### src/rotary_dial_combination_lock_unit_assert.svh
// Assertion macros shared by the lock RTL.
// Each macro expects clk and arst_n to exist in the module that uses it.
`ifndef ROTARY_DIAL_COMBINATION_LOCK_UNIT_ASSERT_SVH
`define ROTARY_DIAL_COMBINATION_LOCK_UNIT_ASSERT_SVH

// The consequent holds in the same cycle as the antecedent.
`define RDCL_ASSERT_NOW(label, ante, cons, msg) \
	label: assert property (@(posedge clk) disable iff (!arst_n) (ante) |-> (cons)) \
		else $error(msg);

// The consequent holds in the cycle after the antecedent.
`define RDCL_ASSERT_NEXT(label, ante, cons, msg) \
	label: assert property (@(posedge clk) disable iff (!arst_n) (ante) |=> (cons)) \
		else $error(msg);

`endif

### src/rdcl_pkg.sv
package rdcl_pkg;

	localparam int unsigned KEY_COUNT = 4;
	localparam int unsigned DIGIT_W = 4;
	localparam int unsigned CFG_IDX_W = $clog2(KEY_COUNT);
	localparam int unsigned STAGE_W = 3;
	localparam int unsigned QUARTER_W = 6;
	localparam int unsigned POS_W = 2;

	localparam logic [STAGE_W-1:0] STAGE_IDLE = 3'd0;
	localparam logic [STAGE_W-1:0] STAGE_FIRST = 3'd1;
	localparam logic [STAGE_W-1:0] STAGE_LAST_ENTRY = 3'd4;
	localparam logic [STAGE_W-1:0] STAGE_DONE = 3'd5;

	// Dial position in quarter steps: 9.75 is the last count before the wrap.
	localparam logic [QUARTER_W-1:0] QUARTERS_LAST = 6'd39;

	typedef logic [DIGIT_W-1:0] digit_t;
	typedef logic [KEY_COUNT-1:0][DIGIT_W-1:0] digit_arr_t;

	typedef struct packed {
		logic [STAGE_W-1:0] entry_stage;
		digit_t shown_digit;
		logic [POS_W-1:0] shown_position;
		logic display_update;
		logic entry_complete;
		logic code_match;
	} result_t;

endpackage

### src/rdcl_key_regs.sv
module rdcl_key_regs (
	input logic clk,
	input logic arst_n,
	input logic cfg_we,
	input logic [rdcl_pkg::CFG_IDX_W-1:0] cfg_index,
	input rdcl_pkg::digit_t cfg_data,
	output rdcl_pkg::digit_arr_t keys
);
	import rdcl_pkg::*;

	digit_arr_t keys_q;

	always_ff @(posedge clk or negedge arst_n) begin
		if (!arst_n) begin
			keys_q <= '0;
		end else if (cfg_we) begin
			keys_q[cfg_index] <= cfg_data;
		end
	end

	assign keys = keys_q;

endmodule

### src/rdcl_core.sv
module rdcl_core (
	input logic clk,
	input logic arst_n,
	input logic step_en,
	input logic clk_level,
	input logic dt_level,
	input rdcl_pkg::digit_arr_t keys,
	output rdcl_pkg::result_t res
);
	import rdcl_pkg::*;

	logic clock_prev_q;
	logic cw_q;
	logic ccw_q;
	logic [STAGE_W-1:0] stage_q;
	logic [QUARTER_W-1:0] quarter_q;
	digit_t last_digit_q;
	digit_arr_t captured_q;

	logic cw_d;
	logic ccw_d;
	logic [STAGE_W-1:0] stage_d;
	logic [QUARTER_W-1:0] quarter_d;
	digit_t last_digit_d;
	digit_arr_t captured_d;
	logic update_d;
	logic want_cw;
	logic fwd;
	logic rev;
	logic [QUARTER_W-1:0] quarter_inc;
	logic [STAGE_W-1:0] slot_full;
	logic [STAGE_W-1:0] pos_full;
	logic in_entry_d;
	logic complete_d;

	always_comb begin
		cw_d = cw_q;
		ccw_d = ccw_q;
		stage_d = stage_q;
		quarter_d = quarter_q;
		last_digit_d = last_digit_q;
		captured_d = captured_q;
		update_d = 1'b0;

		// A rising edge on the encoder clock line latches the turn direction.
		if (!clock_prev_q && clk_level) begin
			cw_d = dt_level;
			ccw_d = ~dt_level;
		end

		want_cw = stage_q[0];
		fwd = want_cw ? cw_d : ccw_d;
		rev = want_cw ? ccw_d : cw_d;
		quarter_inc = (quarter_q == QUARTERS_LAST) ? '0 : quarter_q + 6'd1;
		slot_full = stage_q - STAGE_FIRST;

		priority if (stage_q == STAGE_IDLE) begin
			if (cw_d && !ccw_d) begin
				stage_d = STAGE_FIRST;
				quarter_d = '0;
				last_digit_d = '0;
			end
		end else if (stage_q <= STAGE_LAST_ENTRY) begin
			if (fwd) begin
				quarter_d = quarter_inc;
				if (quarter_inc[QUARTER_W-1:2] != last_digit_q) begin
					last_digit_d = quarter_inc[QUARTER_W-1:2];
					update_d = 1'b1;
				end
			end else if (rev) begin
				captured_d[slot_full[POS_W-1:0]] = last_digit_q;
				stage_d = stage_q + 3'd1;
				quarter_d = '0;
				last_digit_d = '0;
			end
		end else begin
			stage_d = stage_q;
		end

		in_entry_d = (stage_d >= STAGE_FIRST) && (stage_d <= STAGE_LAST_ENTRY);
		complete_d = (stage_d >= STAGE_DONE);
		pos_full = stage_d - STAGE_FIRST;

		res.entry_stage = stage_d;
		res.shown_digit = last_digit_d;
		res.shown_position = in_entry_d ? pos_full[POS_W-1:0] : '0;
		res.display_update = update_d;
		res.entry_complete = complete_d;
		res.code_match = complete_d && (captured_d == keys);
	end

	always_ff @(posedge clk or negedge arst_n) begin
		if (!arst_n) begin
			clock_prev_q <= 1'b0;
			cw_q <= 1'b0;
			ccw_q <= 1'b0;
			stage_q <= STAGE_IDLE;
			quarter_q <= '0;
			last_digit_q <= '0;
			captured_q <= '0;
		end else if (step_en) begin
			clock_prev_q <= clk_level;
			cw_q <= cw_d;
			ccw_q <= ccw_d;
			stage_q <= stage_d;
			quarter_q <= quarter_d;
			last_digit_q <= last_digit_d;
			captured_q <= captured_d;
		end
	end

endmodule

### src/rotary_dial_combination_lock_unit.sv
// Channel   Handshake               Payload
// in        in_valid / in_ready     clk_level, dt_level
// out       out_valid / out_ready   entry_stage, shown_digit, shown_position,
//                                   display_update, entry_complete, code_match
// cfg       cfg_we                  cfg_index, cfg_data
//
// One transaction is accepted per cycle while in_ready is high; s1 holds it, s2 its result.
// The sequencer state updates in the cycle the input register hands its item on.
// Reset clears the sequencer, the key registers and both pipeline valid flags.
// While out_ready is low the result holds and an empty input register takes one transaction.
module rotary_dial_combination_lock_unit (
	input logic clk,
	input logic arst_n,
	input logic in_valid,
	output logic in_ready,
	input logic clk_level,
	input logic dt_level,
	output logic out_valid,
	input logic out_ready,
	output logic [rdcl_pkg::STAGE_W-1:0] entry_stage,
	output rdcl_pkg::digit_t shown_digit,
	output logic [rdcl_pkg::POS_W-1:0] shown_position,
	output logic display_update,
	output logic entry_complete,
	output logic code_match,
	input logic cfg_we,
	input logic [rdcl_pkg::CFG_IDX_W-1:0] cfg_index,
	input rdcl_pkg::digit_t cfg_data
);
	import rdcl_pkg::*;
	`include "rotary_dial_combination_lock_unit_assert.svh"

	logic valid_s1;
	logic clk_level_s1;
	logic dt_level_s1;
	logic valid_s2;
	result_t res_s2;
	result_t res_next;
	digit_arr_t keys;
	logic adv_s1;
	logic fire_s1;

	assign adv_s1 = !valid_s2 || out_ready;
	assign in_ready = !valid_s1 || adv_s1;
	assign fire_s1 = valid_s1 && adv_s1;

	always_ff @(posedge clk or negedge arst_n) begin
		if (!arst_n) begin
			valid_s1 <= 1'b0;
			valid_s2 <= 1'b0;
		end else begin
			if (in_ready) begin
				valid_s1 <= in_valid;
			end
			if (adv_s1) begin
				valid_s2 <= valid_s1;
			end
		end
	end

	always_ff @(posedge clk) begin
		if (in_valid && in_ready) begin
			clk_level_s1 <= clk_level;
			dt_level_s1 <= dt_level;
		end
		if (fire_s1) begin
			res_s2 <= res_next;
		end
	end

	rdcl_key_regs u_keys (
		.clk(clk),
		.arst_n(arst_n),
		.cfg_we(cfg_we),
		.cfg_index(cfg_index),
		.cfg_data(cfg_data),
		.keys(keys)
	);

	rdcl_core u_core (
		.clk(clk),
		.arst_n(arst_n),
		.step_en(fire_s1),
		.clk_level(clk_level_s1),
		.dt_level(dt_level_s1),
		.keys(keys),
		.res(res_next)
	);

	assign out_valid = valid_s2;
	assign entry_stage = res_s2.entry_stage;
	assign shown_digit = res_s2.shown_digit;
	assign shown_position = res_s2.shown_position;
	assign display_update = res_s2.display_update;
	assign entry_complete = res_s2.entry_complete;
	assign code_match = res_s2.code_match;

	`RDCL_ASSERT_NOW(a_complete_stage, valid_s2, entry_complete == (entry_stage >= STAGE_DONE), "completion flag disagrees with stage")
	`RDCL_ASSERT_NOW(a_match_needs_complete, valid_s2 && code_match, entry_complete, "match reported before entry is complete")
	`RDCL_ASSERT_NOW(a_update_in_entry, valid_s2 && display_update, (entry_stage >= STAGE_FIRST) && (entry_stage <= STAGE_LAST_ENTRY), "display update outside digit entry")
	`RDCL_ASSERT_NEXT(a_s1_holds_on_stall, valid_s1 && !adv_s1, valid_s1 && $stable(clk_level_s1) && $stable(dt_level_s1), "input register lost a stalled transaction")

endmodule
### config.mk
export PLATFORM = sky130hd
export DESIGN_NAME = rotary_dial_combination_lock_unit
export DESIGN_NICKNAME = d
export VERILOG_FILES = /design/src/rdcl_pkg.sv /design/src/rdcl_key_regs.sv /design/src/rdcl_core.sv /design/src/rotary_dial_combination_lock_unit.sv
export VERILOG_INCLUDE_DIRS = /design/src /design/src/src
export SDC_FILE = /design/constraint.sdc
export NUM_CORES = 1
export LEC_CHECK = 0
export BUFFER_PORTS_ARGS = -buffer_cell sky130_fd_sc_hd__buf_2
export CAP_MARGIN = 20
export CORE_ASPECT_RATIO = 0.6
export CORE_MARGIN = 4
export CORE_UTILIZATION = 60
export CTS_BUF_LIST = sky130_fd_sc_hd__clkbuf_4
export CTS_CLUSTER_SIZE = 14
export DETAILED_ROUTE_END_ITERATION = 10
export MAX_ROUTING_LAYER = met4
export PLACE_DENSITY = 0.87
export SLEW_MARGIN = 20
export SYNTH_ARGS = -nofsm -noshare
export SYNTH_HDL_FRONTEND = slang
export SYNTH_HIERARCHICAL = 1
export SYNTH_SLANG_ARGS = --single-unit
### constraint.sdc
create_clock -name clk -period 3.9 [get_ports clk]
set_clock_uncertainty 0.2 [all_clocks]
set_input_delay 0.585 -clock clk [delete_from_list [all_inputs] [get_ports clk]]
set_output_delay 0.585 -clock clk [all_outputs]
set_load 0.02 [all_outputs]
-- Yosys cells after proc, flatten, opt, wreduce, memory -nomap -nowiden
Index checks and enable logic that the tools add are counted.
Widths: inputs -> output; s select.
- input port bits: 13
- output and inout port bits: 14
- logic and storage cells: 94
- bits in registers: 64
- bitwise logic cells: 3
- multiplexer cells: 32
- equality and inequality tests: 4
- magnitude comparators: 8
- $add $sub $neg: 4
- reductions and logical operators: 19
- operator list (kind ; number):
    $mux 16 ; 4
    $mux 6 ; 6
    $bwmux 16 ; 2
    $mux 4 ; 8
    $demux 4 s2 ; 2
    $eq 16x16->1 ; 1
    $mux 3 ; 5
    $logic_and 1x1->1 ; 8
    $add 6x1->6 const B ; 1
    $eq 6x6->1 const B ; 1
    $le 3x3->1 const B ; 2
    $lt 2x3->1 const B ; 2
    $mux 1 ; 5
    $ge 2x1->1 const B ; 2
    $logic_not 1->1 ; 4
    $ne 4x4->1 ; 1
    $reduce_and 4->1 ; 1
    $sub 2x1->2 const B ; 2
    $add 3x1->3 const B ; 1
    $ge 3x1->1 const B ; 1
    $ge 3x3->1 const B ; 1
    $logic_not 3->1 ; 1
    $not 1->1 ; 3
    $reduce_bool 3->1 ; 1
    other kinds (4) ; 5

-- Logic depth before layout (Yosys ltp)
- word-level depth: 12
- gate-level depth with buffers: 12
- gate-level depth less buffers: 9

-- Hierarchy
Netlist, hierarchy kept.
- modules (own cells, without submodules) (module ; times used ; seq. area each (µm²) ; area each (µm²) ; cells each):
    rdcl_core ; 1 ; 800.8 ; 2507.4 ; 313
    rdcl_key_regs ; 1 ; 400.4 ; 619.3 ; 36
    rotary_dial_combination_lock_unit ; 1 ; 470.5 ; 524.3 ; 22

-- Least setup slack after synthesis
No wires, ideal clock.
- path type: register to register
- start point: register u_core.stage_q[0]
- end point: register res_s2 (netlist bit code_match), data pin
- stages on the path, launching flop included: 11
- data arrival time: 2.561 ns
- clock period less this slack: 2.930 ns
- path slack: 0.970 ns
- path buffers: 2
- path through: dfrtp_1 > buf_2 > inv_1 > ha_1 > buf_2 > xnor2_2 > a21boi_4 > a21oi_1 > a311o_1 > or4_1 > nor4_2
- RTL lines (element ; line ; RTL):
    start, declared ; rdcl_core.sv:15 ; logic [STAGE_W-1:0] stage_q;
    start signal, assigned ; rdcl_core.sv:105 ; stage_q <= stage_d;
    end signal, assigned ; rotary_dial_combination_lock_unit.sv:67 ; res_s2 <= res_next;
    end, declared ; rotary_dial_combination_lock_unit.sv:37 ; result_t res_s2;

==> metrics <==
status finished, final reports clean; Synth Area in Compound Gates 18.4%; XOR/XNOR share of the synthesized area 5.72%; initial antenna violation count 0; Slew @ Worst Pin 0.621 ns; vias post-DR 2865; Final Hold Fails 0; GR Overflow Total 0; fin crit share 86.0%; FFs w/ async S/R, synth 78.1%; # DRC 0; Leak 1.63 nW; Clock Sinks 64; WP data arrival 3.43 ns; min setup slack post-route 0.547 ns; worst rel slew slack 58.6%; PD cells 604 mW/mm²; post-synthesis cell type count 63; Primary FF master, synth dfrtp_1; Vias/cell 6.02; min-delay worst type in2reg; Post-Syn Area 0.00365 mm²; largest family of logic cells by synthesized area compound AO/OA/AOI/OAI gates; initial core utilization 63.7%; RSZ-0062 raised after global routing no; Crit-path slowest cell dfrtp_1; DRT Wirelength 8410 µm; DRT Pass-1 Iters 5; I/O pin count 27; number of flops mapped to enable cells by yosys 14; Post-Synthesis Net Count 389; Post-Synthesis Cells 371; die width 109 µm; synthesis-stage register bit count 64; Max Fclk 298 MHz; number of CTS-inserted buffers 9; wire length of the first global-routing pass 13700 µm; Final Power 2.41 mW; vias in the first global route 2645; Clock transition at path regs 0.11 ns; WS Path Type reg2reg; crit path launch type flip-flop; die height 68.4 µm; core footprint 0.00573 mm²; CTS tree done; CP top delay family compound AO/OA/AOI/OAI gates; post-synthesis simple-gate area fraction 15.8%; layout cells sized above 1 18.9%; clock insertion delay at the later pin of the skew report 0.43 ns; synth top area cells dfrtp_1, edfxtp_1, mux2_2, nand2_1, o21ai_0; IO Port Bufs 26; global placement routability congestion 0.911; Adder-Cell Fraction of Synth Area 1.71%; H-tree levels 3; Avg Cell Area, Syn 9.84 µm²; Final ANT Viol Nets 0; drt initial violations 206; Cell Chain, Critical Path inv_1 > ha_1 > xnor2_2 > a21boi_4 > a21oi_1 > a311o_1 > or4_1 > nor4_2; Routed wire per std cell 17.7 µm; max_cap viols 0; # setup viols final 0; crit path buf inv count 1; std cell rows 21; maximum buffer depth of the clock tree 2; GRT Total Usage 25.7%; Worst VDD drop 268 µV; Crit path required time 3.97 ns; n_diodes 0; largest net degree at the start of global routing 51; fin crit period 3.35 ns; Slew Limit Fails 0; total die area 0.00744 mm²; sequential share of the synthesized area 45.8%; mux cell area share after synthesis 8.05%; Crit. End Element flip-flop; Root Buffer clkbuf_4; nets 409; post-detail-place hpwl 6160 µm; Syn-to-layout area delta 9.12%; largest area contributor in the netlist dfrtp_1; Place WS 0.614 ns; Synth warnings 6; CTS resizes 0; crit-path max FO 10; final setup TNS 0 ns; area fraction of the dominant cell type after synthesis 34.3%; Largest stage delay, worst path 0.61 ns
## metal layers
| metal | share of wire, % | routed length (µm) | track usage [%] | up-vias |
|---|---|---|---|---|
| li1 | - | - | - | 1361 |
| met1 | 48 | 4000 | 37.7 | 1364 |
| met2 | 40 | 3410 | 33.5 | 129 |
| met3 | 10 | 880 | 7.73 | 11 |
| met4 | 1.5 | 125 | 8.35 | 0 |
| met5 | 0 | 0 | - | - |
## stage by stage
| step | cell area, µm² | hold WS, ns | instances | util, % |
|---|---|---|---|---|
| floorplan | 3650 | 0.0894 | 371 | - |
| global placement | 3810 | 0.262 | 459 | 66.5 |
| detailed placement | 3810 | 0.274 | 459 | 66.5 |
| CTS | 3970 | 0.113 | 475 | 69.3 |
| global route | 3980 | 0.105 | 476 | 69.6 |
| finish | 3980 | 0.125 | 476 | 69.6 |
## synth_stat cells (all sizes together), types with 4 or more instances
library cell	count
dfrtp	50
nand3	9
nor3	4
mux2i	8
ha	5
edfxtp	14
xor2	11
nand2	50
nand3b	5
buf	7
xnor2	12
mux2	19
o21ai	36
inv	20
a31oi	7
nand2b	11
clkbuf	13
nor3b	4
o22ai	6
nor2	13
a21oi	22
## path summary, 6_finish.rpt
kind	from	end	slack, ns	depth (start not counted)
min reg2reg	u_core/captured_q[15]	u_core/captured_q[15]	0.29	2
max in group asynchronous	arst_n	u_core/quarter_q[3]	2.58	2
min	dt_level	dt_level_s1	0.13	1
max reg2reg	u_core/stage_q[0]	code_match	0.55	8
min in group asynchronous	arst_n	u_core/captured_q[10]	0.51	2
max	u_core/stage_q[0]	code_match	0.55	8
## placed cells by master (no fill, tap or decap), types with 3 or more instances in the layout
cell	Yosys	routed
nand2b_1	11	11
buf_2	5	25
mux2i_1	8	8
nor3_1	4	4
edfxtp_1	14	14
clkbuf_4	0	9
a21oi_1	20	20
nor2_1	13	13
ha_1	5	5
buf_4	2	3
a22oi_1	3	3
xnor2_1	11	11
o21ai_0	31	31
inv_1	18	18
mux2_2	18	18
xor2_1	11	11
o21ai_1	4	4
o22ai_1	6	6
or3_1	3	3
a31oi_1	7	7
dfrtp_1	50	50
nand3b_1	4	4
nand3_1	9	9
nand2_1	49	49
## final cells by class
class	count	area (µm²)
clock buffers	9	67.6
clock inverters	7	96.3
fillers	450	1740
inverters	20	75.1
multi-input cells	267	1820
flip-flops and latches	64	1670
well taps	80	100
repair buffers	29	158
## registers in the layout (all words and copies together), names as in the netlist, 2 cells and up
signal               flops
u_core/captured_q       16
u_core/quarter_q         6
u_keys/keys             16
shown_digit              4
u_core/stage_q           3
entry_stage              3
shown_position           2
u_core/last_digit_q      4
## timing repair
item                                   CTS  global route
endpoints found under the hold margin    0             5
hold buffers                             0             1
setup buffers                            0             0
## power breakdown
part / internal, mW / switching, mW
registers: 0.815 / 0.148
clock network: 0.259 / 0.256
logic: 0.361 / 0.568
## kinds of logic (layout without fill, tap and decap cells)
family          after synthesis  after routing
compound gates              102            102
xor+xnor                     23             23
fa+ha+maj                     5              5
buf+inv                      40             65
flops                        64             64
mux                          27             27
simple gates                110            110
Note: power is estimated with default switching activity, not from simulation.
